==> src/rtl/bline_pkg.sv <==
// ----------------------------------------------------------------------------
// bline_pkg
// Shared types and constants of the Bresenham line blending engine.
// ----------------------------------------------------------------------------
package bline_pkg;

  localparam int COORD_BITS = 12;
  localparam int ADDR_BITS  = 24;
  localparam int PITCH_BITS = 13;
  localparam int PIXEL_BITS = 16;
  // Decision term and increments span roughly -2*max .. +2*max.
  localparam int DEC_BITS   = COORD_BITS + 3;
  localparam int CFG_DATA_BITS = 16;

  localparam int QUEUE_DEPTH    = 2;
  localparam int QUEUE_PTR_BITS = $clog2(QUEUE_DEPTH);
  localparam int QUEUE_CNT_BITS = $clog2(QUEUE_DEPTH + 1);

  localparam logic [PITCH_BITS-1:0] PITCH_RESET = PITCH_BITS'(640);
  localparam logic [PIXEL_BITS-1:0] MASK_RESET  = PIXEL_BITS'(16'hF7DE);

  typedef enum logic [0:0] {
    CMD_START = 1'b0,
    CMD_PIXEL = 1'b1
  } cmd_t;

  typedef enum logic [0:0] {
    REG_PITCH = 1'b0,
    REG_MASK  = 1'b1
  } reg_index_t;

  typedef enum logic [0:0] {
    STATUS_OK   = 1'b0,
    STATUS_IDLE = 1'b1
  } status_t;

  // One classified word as it travels from the front to the back.
  typedef struct packed {
    cmd_t                  cmd;
    logic [ADDR_BITS-1:0]  row_base;
    logic [COORD_BITS-1:0] x0;
    logic                  x_major;
    logic                  x_pos;
    logic                  y_pos;
    logic [COORD_BITS-1:0] maj;
    logic [COORD_BITS-1:0] mnr;
    logic [PIXEL_BITS-1:0] color;
    logic [PIXEL_BITS-1:0] old_pixel;
  } entry_t;

  typedef struct packed {
    logic full;
    logic empty;
  } queue_stat_t;

endpackage

==> src/rtl/bline_front.sv <==
// ----------------------------------------------------------------------------
// bline_front
// Input stage: takes words, works out the line geometry and the row base.
// ----------------------------------------------------------------------------
module bline_front (
  input  logic                             clk,
  input  logic                             rst,
  input  logic                             in_valid,
  output logic                             in_ready,
  input  logic                             cmd,
  input  logic [bline_pkg::COORD_BITS-1:0] x_start,
  input  logic [bline_pkg::COORD_BITS-1:0] y_start,
  input  logic [bline_pkg::COORD_BITS-1:0] x_end,
  input  logic [bline_pkg::COORD_BITS-1:0] y_end,
  input  logic [bline_pkg::PIXEL_BITS-1:0] line_color,
  input  logic [bline_pkg::PIXEL_BITS-1:0] old_pixel,
  input  logic [bline_pkg::PITCH_BITS-1:0] pitch,
  input  logic [bline_pkg::PIXEL_BITS-1:0] mask,
  input  bline_pkg::queue_stat_t           q_stat,
  output logic                             push,
  output bline_pkg::entry_t                push_entry
);
  import bline_pkg::*;

  logic   stage_valid;
  entry_t stage;
  entry_t stage_next;

  logic [COORD_BITS-1:0]            adx;
  logic [COORD_BITS-1:0]            ady;
  logic [COORD_BITS+PITCH_BITS-1:0] product;

  assign push     = stage_valid && !q_stat.full;
  assign in_ready = !stage_valid || !q_stat.full;

  always_comb begin
    adx     = (x_end > x_start) ? (x_end - x_start) : (x_start - x_end);
    ady     = (y_end > y_start) ? (y_end - y_start) : (y_start - y_end);
    product = (COORD_BITS+PITCH_BITS)'(y_start) * (COORD_BITS+PITCH_BITS)'(pitch);

    stage_next.cmd       = cmd_t'(cmd);
    stage_next.row_base  = ADDR_BITS'(product);
    stage_next.x0        = x_start;
    stage_next.x_major   = adx > ady;
    stage_next.x_pos     = x_end > x_start;
    stage_next.y_pos     = y_end > y_start;
    stage_next.maj       = (adx > ady) ? adx : ady;
    stage_next.mnr       = (adx > ady) ? ady : adx;
    // The colour keeps the mask that is in force when the line starts.
    stage_next.color     = line_color & mask;
    stage_next.old_pixel = old_pixel;
  end

  always_ff @(posedge clk) begin
    if (rst) begin
      stage_valid <= 1'b0;
    end else if (in_valid && in_ready) begin
      stage_valid <= 1'b1;
    end else if (push) begin
      stage_valid <= 1'b0;
    end
  end

  always_ff @(posedge clk) begin
    if (in_valid && in_ready) begin
      stage <= stage_next;
    end
  end

  assign push_entry = stage;

endmodule

==> src/rtl/bline_queue.sv <==
// ----------------------------------------------------------------------------
// bline_queue
// Short queue of classified words between the front and the back.
// ----------------------------------------------------------------------------
module bline_queue (
  input  logic                   clk,
  input  logic                   rst,
  input  logic                   push,
  input  bline_pkg::entry_t      push_entry,
  input  logic                   pop,
  output bline_pkg::entry_t      pop_entry,
  output bline_pkg::queue_stat_t q_stat
);
  import bline_pkg::*;

  entry_t                    slots [QUEUE_DEPTH];
  logic [QUEUE_PTR_BITS-1:0] wr_ptr;
  logic [QUEUE_PTR_BITS-1:0] rd_ptr;
  logic [QUEUE_CNT_BITS-1:0] count;

  assign q_stat.full  = count == QUEUE_CNT_BITS'(QUEUE_DEPTH);
  assign q_stat.empty = count == '0;
  assign pop_entry    = slots[rd_ptr];

  always_ff @(posedge clk) begin
    if (rst) begin
      wr_ptr <= '0;
      rd_ptr <= '0;
      count  <= '0;
    end else begin
      if (push) begin
        wr_ptr <= wr_ptr + QUEUE_PTR_BITS'(1);
      end
      if (pop) begin
        rd_ptr <= rd_ptr + QUEUE_PTR_BITS'(1);
      end
      if (push && !pop) begin
        count <= count + QUEUE_CNT_BITS'(1);
      end else if (pop && !push) begin
        count <= count - QUEUE_CNT_BITS'(1);
      end
    end
  end

  always_ff @(posedge clk) begin
    if (push) begin
      slots[wr_ptr] <= push_entry;
    end
  end

endmodule

==> src/rtl/bline_back.sv <==
// ----------------------------------------------------------------------------
// bline_back
// Line stepper and blender: holds the running line and registers results.
// ----------------------------------------------------------------------------
module bline_back (
  input  logic                             clk,
  input  logic                             rst,
  input  bline_pkg::queue_stat_t           q_stat,
  input  bline_pkg::entry_t                pop_entry,
  output logic                             pop,
  input  logic [bline_pkg::PITCH_BITS-1:0] pitch,
  input  logic [bline_pkg::PIXEL_BITS-1:0] mask,
  output logic                             out_valid,
  input  logic                             out_ready,
  output logic                             write_valid,
  output logic [bline_pkg::ADDR_BITS-1:0]  write_addr,
  output logic [bline_pkg::PIXEL_BITS-1:0] write_data,
  output logic                             read_valid,
  output logic [bline_pkg::ADDR_BITS-1:0]  read_addr,
  output logic                             last,
  output logic                             status
);
  import bline_pkg::*;

  // Line state.
  logic                        active;
  logic [ADDR_BITS-1:0]        cur_addr;
  logic signed [DEC_BITS-1:0]  decision;
  logic signed [DEC_BITS-1:0]  straight_inc;
  logic signed [DEC_BITS-1:0]  diagonal_inc;
  logic [ADDR_BITS-1:0]        major_step;
  logic [ADDR_BITS-1:0]        minor_step;
  logic [COORD_BITS-1:0]       pixels_left;
  logic [PIXEL_BITS-1:0]       masked_color;

  logic                        active_next;
  logic [ADDR_BITS-1:0]        cur_addr_next;
  logic signed [DEC_BITS-1:0]  decision_next;
  logic signed [DEC_BITS-1:0]  straight_inc_next;
  logic signed [DEC_BITS-1:0]  diagonal_inc_next;
  logic [ADDR_BITS-1:0]        major_step_next;
  logic [ADDR_BITS-1:0]        minor_step_next;
  logic [COORD_BITS-1:0]       pixels_left_next;
  logic [PIXEL_BITS-1:0]       masked_color_next;

  // Result registers.
  logic                  write_valid_next;
  logic [ADDR_BITS-1:0]  write_addr_next;
  logic [PIXEL_BITS-1:0] write_data_next;
  logic                  read_valid_next;
  logic [ADDR_BITS-1:0]  read_addr_next;
  logic                  last_next;
  status_t               status_next;

  logic [ADDR_BITS-1:0]   pitch_a;
  logic [ADDR_BITS-1:0]   x_step;
  logic [ADDR_BITS-1:0]   y_step;
  logic [ADDR_BITS-1:0]   start_addr;
  logic [DEC_BITS-1:0]    maj_w;
  logic [DEC_BITS-1:0]    mnr_w;
  logic [PIXEL_BITS:0]    blend_sum;
  logic                   go_straight;

  assign pop = !q_stat.empty && (!out_valid || out_ready);

  always_comb begin
    pitch_a     = ADDR_BITS'(pitch);
    x_step      = pop_entry.x_pos ? ADDR_BITS'(1) : '1;
    y_step      = pop_entry.y_pos ? pitch_a : (ADDR_BITS'(0) - pitch_a);
    start_addr  = pop_entry.row_base + ADDR_BITS'(pop_entry.x0);
    maj_w       = DEC_BITS'(pop_entry.maj);
    mnr_w       = DEC_BITS'(pop_entry.mnr);
    blend_sum   = (PIXEL_BITS+1)'(pop_entry.old_pixel & mask) + (PIXEL_BITS+1)'(masked_color);
    go_straight = decision[DEC_BITS-1] || (decision == '0);

    active_next       = active;
    cur_addr_next     = cur_addr;
    decision_next     = decision;
    straight_inc_next = straight_inc;
    diagonal_inc_next = diagonal_inc;
    major_step_next   = major_step;
    minor_step_next   = minor_step;
    pixels_left_next  = pixels_left;
    masked_color_next = masked_color;

    write_valid_next = 1'b0;
    write_addr_next  = '0;
    write_data_next  = '0;
    read_valid_next  = 1'b0;
    read_addr_next   = '0;
    last_next        = 1'b0;
    status_next      = STATUS_OK;

    unique case (pop_entry.cmd)
      CMD_START: begin
        // A start drops any running line.
        active_next       = 1'b1;
        cur_addr_next     = start_addr;
        decision_next     = signed'((mnr_w << 1) - maj_w);
        straight_inc_next = signed'(mnr_w << 1);
        diagonal_inc_next = signed'((mnr_w - maj_w) << 1);
        major_step_next   = pop_entry.x_major ? x_step : y_step;
        minor_step_next   = pop_entry.x_major ? y_step : x_step;
        pixels_left_next  = pop_entry.maj;
        masked_color_next = pop_entry.color;
        read_valid_next   = 1'b1;
        read_addr_next    = start_addr;
      end
      CMD_PIXEL: begin
        if (!active) begin
          status_next = STATUS_IDLE;
        end else begin
          write_valid_next = 1'b1;
          write_addr_next  = cur_addr;
          write_data_next  = blend_sum[PIXEL_BITS:1];
          if (pixels_left == '0) begin
            active_next = 1'b0;
            last_next   = 1'b1;
          end else begin
            if (go_straight) begin
              decision_next = decision + straight_inc;
              cur_addr_next = cur_addr + major_step;
            end else begin
              decision_next = decision + diagonal_inc;
              cur_addr_next = cur_addr + minor_step + major_step;
            end
            pixels_left_next = pixels_left - COORD_BITS'(1);
            read_valid_next  = 1'b1;
            read_addr_next   = cur_addr_next;
          end
        end
      end
      default: begin
        status_next = STATUS_OK;
      end
    endcase
  end

  always_ff @(posedge clk) begin
    if (rst) begin
      active    <= 1'b0;
      out_valid <= 1'b0;
    end else begin
      if (pop) begin
        active    <= active_next;
        out_valid <= 1'b1;
      end else if (out_ready) begin
        out_valid <= 1'b0;
      end
    end
  end

  always_ff @(posedge clk) begin
    if (pop) begin
      cur_addr     <= cur_addr_next;
      decision     <= decision_next;
      straight_inc <= straight_inc_next;
      diagonal_inc <= diagonal_inc_next;
      major_step   <= major_step_next;
      minor_step   <= minor_step_next;
      pixels_left  <= pixels_left_next;
      masked_color <= masked_color_next;
      write_valid  <= write_valid_next;
      write_addr   <= write_addr_next;
      write_data   <= write_data_next;
      read_valid   <= read_valid_next;
      read_addr    <= read_addr_next;
      last         <= last_next;
      status       <= status_next;
    end
  end

endmodule

==> src/rtl/bresenham_line_blend_core.sv <==
// ----------------------------------------------------------------------------
// bresenham_line_blend_core
// Bresenham line engine that blends a colour 50/50 into a 16-bit framebuffer.
// ----------------------------------------------------------------------------
// A start word (cmd 0) sets up a line and returns the first read address; each
// pixel word (cmd 1) carries the old pixel at the last read address and returns
// one blended write plus the next read address (on the final pixel, last and no
// read; with no line running, idle status). Every word gives exactly one result
// word, and one word per cycle is sustained while out_ready is high: the front
// register holds the row-base multiply, and the back stage does one Bresenham
// step per word with a 24-bit three-input address add and a 15-bit decision add.
// A two-entry queue parts the two halves; the result register takes a new word
// only once the previous result is taken. Registers are written through
// cfg_write, cfg_index and cfg_data, only while the block is idle: the user, not the core, sees to it.
// ----------------------------------------------------------------------------
module bresenham_line_blend_core (
  input  logic                                clk,
  input  logic                                rst,
  input  logic                                cfg_write,
  input  logic                                cfg_index,
  input  logic [bline_pkg::CFG_DATA_BITS-1:0] cfg_data,
  input  logic                                in_valid,
  output logic                                in_ready,
  input  logic                                cmd,
  input  logic [bline_pkg::COORD_BITS-1:0]    x_start,
  input  logic [bline_pkg::COORD_BITS-1:0]    y_start,
  input  logic [bline_pkg::COORD_BITS-1:0]    x_end,
  input  logic [bline_pkg::COORD_BITS-1:0]    y_end,
  input  logic [bline_pkg::PIXEL_BITS-1:0]    line_color,
  input  logic [bline_pkg::PIXEL_BITS-1:0]    old_pixel,
  output logic                                out_valid,
  input  logic                                out_ready,
  output logic                                write_valid,
  output logic [bline_pkg::ADDR_BITS-1:0]     write_addr,
  output logic [bline_pkg::PIXEL_BITS-1:0]    write_data,
  output logic                                read_valid,
  output logic [bline_pkg::ADDR_BITS-1:0]     read_addr,
  output logic                                last,
  output logic                                status
);
  import bline_pkg::*;

  logic [PITCH_BITS-1:0] pitch_pixels;
  logic [PIXEL_BITS-1:0] blend_mask;

  queue_stat_t q_stat;
  logic        push;
  logic        pop;
  entry_t      push_entry;
  entry_t      pop_entry;

  always_ff @(posedge clk) begin
    if (rst) begin
      pitch_pixels <= PITCH_RESET;
      blend_mask   <= MASK_RESET;
    end else if (cfg_write) begin
      unique case (reg_index_t'(cfg_index))
        REG_PITCH: pitch_pixels <= PITCH_BITS'(cfg_data);
        REG_MASK:  blend_mask   <= PIXEL_BITS'(cfg_data);
        default:   blend_mask   <= blend_mask;
      endcase
    end
  end

  bline_front u_front (
    .clk        (clk),
    .rst        (rst),
    .in_valid   (in_valid),
    .in_ready   (in_ready),
    .cmd        (cmd),
    .x_start    (x_start),
    .y_start    (y_start),
    .x_end      (x_end),
    .y_end      (y_end),
    .line_color (line_color),
    .old_pixel  (old_pixel),
    .pitch      (pitch_pixels),
    .mask       (blend_mask),
    .q_stat     (q_stat),
    .push       (push),
    .push_entry (push_entry)
  );

  bline_queue u_queue (
    .clk        (clk),
    .rst        (rst),
    .push       (push),
    .push_entry (push_entry),
    .pop        (pop),
    .pop_entry  (pop_entry),
    .q_stat     (q_stat)
  );

  bline_back u_back (
    .clk         (clk),
    .rst         (rst),
    .q_stat      (q_stat),
    .pop_entry   (pop_entry),
    .pop         (pop),
    .pitch       (pitch_pixels),
    .mask        (blend_mask),
    .out_valid   (out_valid),
    .out_ready   (out_ready),
    .write_valid (write_valid),
    .write_addr  (write_addr),
    .write_data  (write_data),
    .read_valid  (read_valid),
    .read_addr   (read_addr),
    .last        (last),
    .status      (status)
  );

endmodule

==> config.mk <==
export PLATFORM = sky130hd
export DESIGN_NAME = bresenham_line_blend_core
export DESIGN_NICKNAME = d
export VERILOG_FILES = /design/src/rtl/bline_pkg.sv /design/src/rtl/bline_front.sv /design/src/rtl/bline_queue.sv /design/src/rtl/bline_back.sv /design/src/rtl/bresenham_line_blend_core.sv
export SDC_FILE = /design/constraint.sdc
export NUM_CORES = 1
export LEC_CHECK = 0
export ABC_AREA = 1
export BUFFER_PORTS_ARGS = -buffer_cell sky130_fd_sc_hd__buf_4
export CORE_ASPECT_RATIO = 2
export CORE_MARGIN = 2
export CORE_UTILIZATION = 54
export DETAILED_ROUTE_END_ITERATION = 6
export HOLD_SLACK_MARGIN = 0.03
export PLACE_DENSITY = 0.77
export REMOVE_ABC_BUFFERS = 1
export SLEW_MARGIN = 40
export SYNTH_ARGS = -nofsm -noshare
export SYNTH_HDL_FRONTEND = slang
export SYNTH_SLANG_ARGS = --single-unit
export TNS_END_PERCENT = 10
==> constraint.sdc <==
create_clock -name clk -period 10.9 [get_ports clk]
set_input_delay 2.18 -clock clk [delete_from_list [all_inputs] [get_ports clk]]
set_output_delay 2.18 -clock clk [all_outputs]
set_load 0.01 [all_outputs]
==> metrics.md <==
| Metric | Value |
|---|---|
| Violated checks | DRC |
| Initial antenna violation count | 0 |
| Slowest Stage Delay on Critical Path | 550 ps |
| Cell count after synthesis | 4037 |
| P per Cell Area | 326 nW/um^2 |
| Min-delay worst type | flop to flop |
| Run status | finished with violations |
| Wire length of the first global-routing pass | 148000 um |
| Die extent in x | 183 um |
| Hold Fails Final Rpt | 0 |
| Minimum clock period | 6270 ps |
| Critical Path RT | 11270 ps |
| Fraction of synthesis flops using an asynchronous set or reset pin | 0 |
| Highest-count cells in the layout ignoring fill and taps | nand2_1, inv_1, edfxtp_1 |
| Clock tree sinks | 513 |
| Static leakage | 18.4 nW |
| Setup Viol. Count Final | 0 |
| Instance count on the critical path | 19 |
| Detailed-routing iteration count for the pre-antenna-repair pass | 7 |
| Detailed Route Iter0 Violations | 2006 |
| R2R depth | 16 |
| Count of antenna diodes in the layout | 0 |
| Postcts setup bufs | 0 |
| Biggest fanout along the worst timing path | 15 |
| Type of the worst setup path | primary input to flop |
| Total via count in the routed design | 27.5k |
| Maximum level of the CTS H-tree | 2 |
| Peak supply drop | 0.000166 V |
| Top achievable clock speed | 0.160 GHz |
| Routed WL | 96400 um |
| Total congestion overflow after global routing | 0 |
| Number of buffers and inverters on the critical path | 6 |
| Number of instances resized during post-cts repair | 0 |
| Synth warn | 0 |
| Number of nets at the end of the flow | 4663 |
| Mean routed wirelength per cell | 19.2 um |
| Setup crit start kind | primary input |
| Arr. time, crit path | 6640 ps |
| Number of unique standard cell types used by synthesis | 49 |
| Clock transition at the register clock pins on the worst setup and hold paths after CTS | 70 ps |
| Share of post-route cells with drive strength above 1 | 0.0755 |
| List of cells traversed by the critical path | buf_4 -> nand2_1 -> fa_1 -> inv_1 -> fa_1 -> inv_1 -> fa_1 -> inv_1 -> fa_1 -> inv_1 -> fa_1 -> inv_1 -> ha_1 -> a21oi_1 -> o21ai_0 -> a221oi_1 -> nand2_1 -> nand2_1 -> nand2_1 |
| MaxCap Viol Count | 0 |
| Hold Path Stages | 0 |
| Placer Congestion | 0.999 |
| Post-synthesis area per instance | 8.57 um^2 |
| Growth of design area from synthesis to finish | 10.8% |
| Number of buffers inserted during clock tree synthesis | 46 |
| Post-synthesis register bit count | 513 |
| Worst path top cell family by delay | adder cells |
| Tightest slew margin relative to the limit | 0.426 |
| Largest net degree at the start of global routing | 71 |
| Clock skew | 31.9 ps |
| CP max-delay cell | fa_1 |
| Number of standard cells in the final layout excluding fillers | 5021 |
| Final worst-path cycle share | 0.575 |
| Number of cells in the design after placement | 4936 |
| Initial standard-cell utilization of the core | 0.544 |
| Number of vias per cell | 5.47 |
| Slew of the pin with the lowest slew margin | 862 ps |
| Pins over their slew limit | 0 |
| Floorplan core area | 63600 um^2 |
| Top FF cell, synth | edfxtp_1 |
| Leading cell type in the layout, fill and taps excluded | nand2_1 |
| Nature of the critical path endpoint | flop |
| Register area share after synthesis | 0.434 |
| Clock buffer depth | 3 |
| Fin util | 0.603 |
| Die outline area | 66300 um^2 |
| Port-buffer cells | 172 |
| Clock tree root buffer cell | clkbuf_16 |
| Setup repair after global routing missed its margin | no |
| Die Ht | 362 um |
| Clock latency reported for the late side of the worst-skew pair | 610 ps |
| Number of global-route vias before repair | 27.7k |
| Mapped cell area | 34600 um^2 |
| Clock tree from TritonCTS | built |
| Post-route setup TNS | 0 ps |
| Number of top-level pins | 173 |
| Number of synthesized flops with an enable pin | 476 |
| HPWL reported at the end of detailed placement | 75800 um |
| CTS hold repair buffers | 0 |
| Total routing usage reported by global routing | 0.293 |
| Antenna viol nets, final | 0 |
| DRC violations left | 4 |
| Std cell rows | 131 |
## Yosys cell counts, types with 2 or more instances
| cell | count | share of area |
|---|---|---|
| nand2_1 | 1178 | 0.13 |
| inv_1 | 649 | 0.070 |
| edfxtp_1 | 476 | 0.41 |
| nor2_1 | 285 | 0.031 |
| nand3_1 | 253 | 0.037 |
| ha_1 | 230 | 0.083 |
| o21ai_0 | 193 | 0.028 |
| a21oi_1 | 184 | 0.027 |
| fa_1 | 143 | 0.083 |
| xor2_1 | 67 | 0.017 |
| clkbuf_1 | 60 | 0.0065 |
| dfxtp_1 | 37 | 0.021 |
| nand4_1 | 37 | 0.0067 |
| xnor2_1 | 37 | 0.0094 |
| nor3_1 | 24 | 0.0035 |
| buf_2 | 23 | 0.0033 |
| o21bai_1 | 19 | 0.0041 |
| or2_2 | 17 | 0.0031 |
| mux2i_1 | 15 | 0.0043 |
| a21o_1 | 14 | 0.0030 |
| a21boi_0 | 11 | 0.0024 |
| nand3b_1 | 10 | 0.0022 |
| a31oi_1 | 8 | 0.0014 |
| o21ai_1 | 7 | 0.0010 |
| o21ai_2 | 7 | 0.0018 |
| inv_2 | 6 | 0.00065 |
| and2_1 | 5 | 0.00090 |
| nand2_2 | 5 | 0.00090 |
| buf_1 | 4 | 0.00043 |
| o211ai_1 | 4 | 0.00087 |
| buf_4 | 3 | 0.00065 |
| clkbuf_2 | 3 | 0.00043 |
| a22oi_1 | 2 | 0.00043 |
| clkinv_1 | 2 | 0.00022 |
| nor2_2 | 2 | 0.00036 |
| nor4_1 | 2 | 0.00036 |
| o2111ai_1 | 2 | 0.00051 |
| o21a_1 | 2 | 0.00043 |
## state kept, by name, indices dropped and copies added, names as in the netlist, 14 cells and up, named ones only
register / count
blend_mask: 16
u_back.cur_addr: 24
u_back.decision: 15
u_back.major_step: 14
u_back.masked_color: 16
u_back.minor_step: 14
u_back.read_addr: 24
u_back.write_addr: 24
u_back.write_data: 16
u_front.push_entry: 96
u_queue.slots: 192
## worst paths after layout
path,start,to,slack (ps)
min,u_front.push_entry[23],u_queue.slots[0][23],440
max,y_start[3],u_front.push_entry[91],4630
min reg2reg,u_front.push_entry[23],u_queue.slots[0][23],440
max reg2reg,pitch_pixels[9],u_front.push_entry[88],5570
## layout make-up
type	instances	area [um^2]
multi-input cells	2773	16800
flip-flops and latches	513	15000
inverters	657	2470
clock inverters	32	415
repair buffers	196	1500
clock buffers	52	1170
well taps	798	998
fillers	5550	25200
## per-stage QoR
stage | hold WS, ps | power [mW] | instance area [um^2] | worst slack [ps]
2_1_floorplan | 421 | 8.35 | 34200 | 1080
3_3_place_gp | 421 | 10.6 | 36700 | 4000
3_5_place_dp | 430 | 10.7 | 36700 | 4020
4_1_cts | 440 | 12.4 | 38300 | 4680
5_1_grt | 443 | 13.5 | 38400 | 4400
6_report | 440 | 12.5 | 38400 | 4630
## power by group
| group | switching, mW | internal (mW) |
|---|---|---|
| clock network | 0.766 | 0.959 |
| logic | 4.88 | 2.45 |
| registers | 0.366 | 3.07 |
## kinds of logic (layout without fill, tap and decap cells)
kind of cell	count (synthesis)	in the layout	synth area share
AO/OA/AOI/OAI	458	458	0.0718
XOR/XNOR	104	104	0.0263
adder cells (fa/ha/maj)	373	373	0.166
buffers and inverters	751	937	0.0829
flip-flops	513	513	0.434
multiplexers	15	15	0.00434
AND/OR/NAND/NOR	1823	1823	0.214
## layer usage
layer / up-vias / share of wire / track usage
met5: - / 0 / 0
met3: 343 / 0.047 / 0.0364
li1: 13300 / - / -
met2: 917 / 0.52 / 0.536
met4: 0 / 0.085 / 0.217
met1: 12900 / 0.35 / 0.304
(Power assumes the default switching activity.)
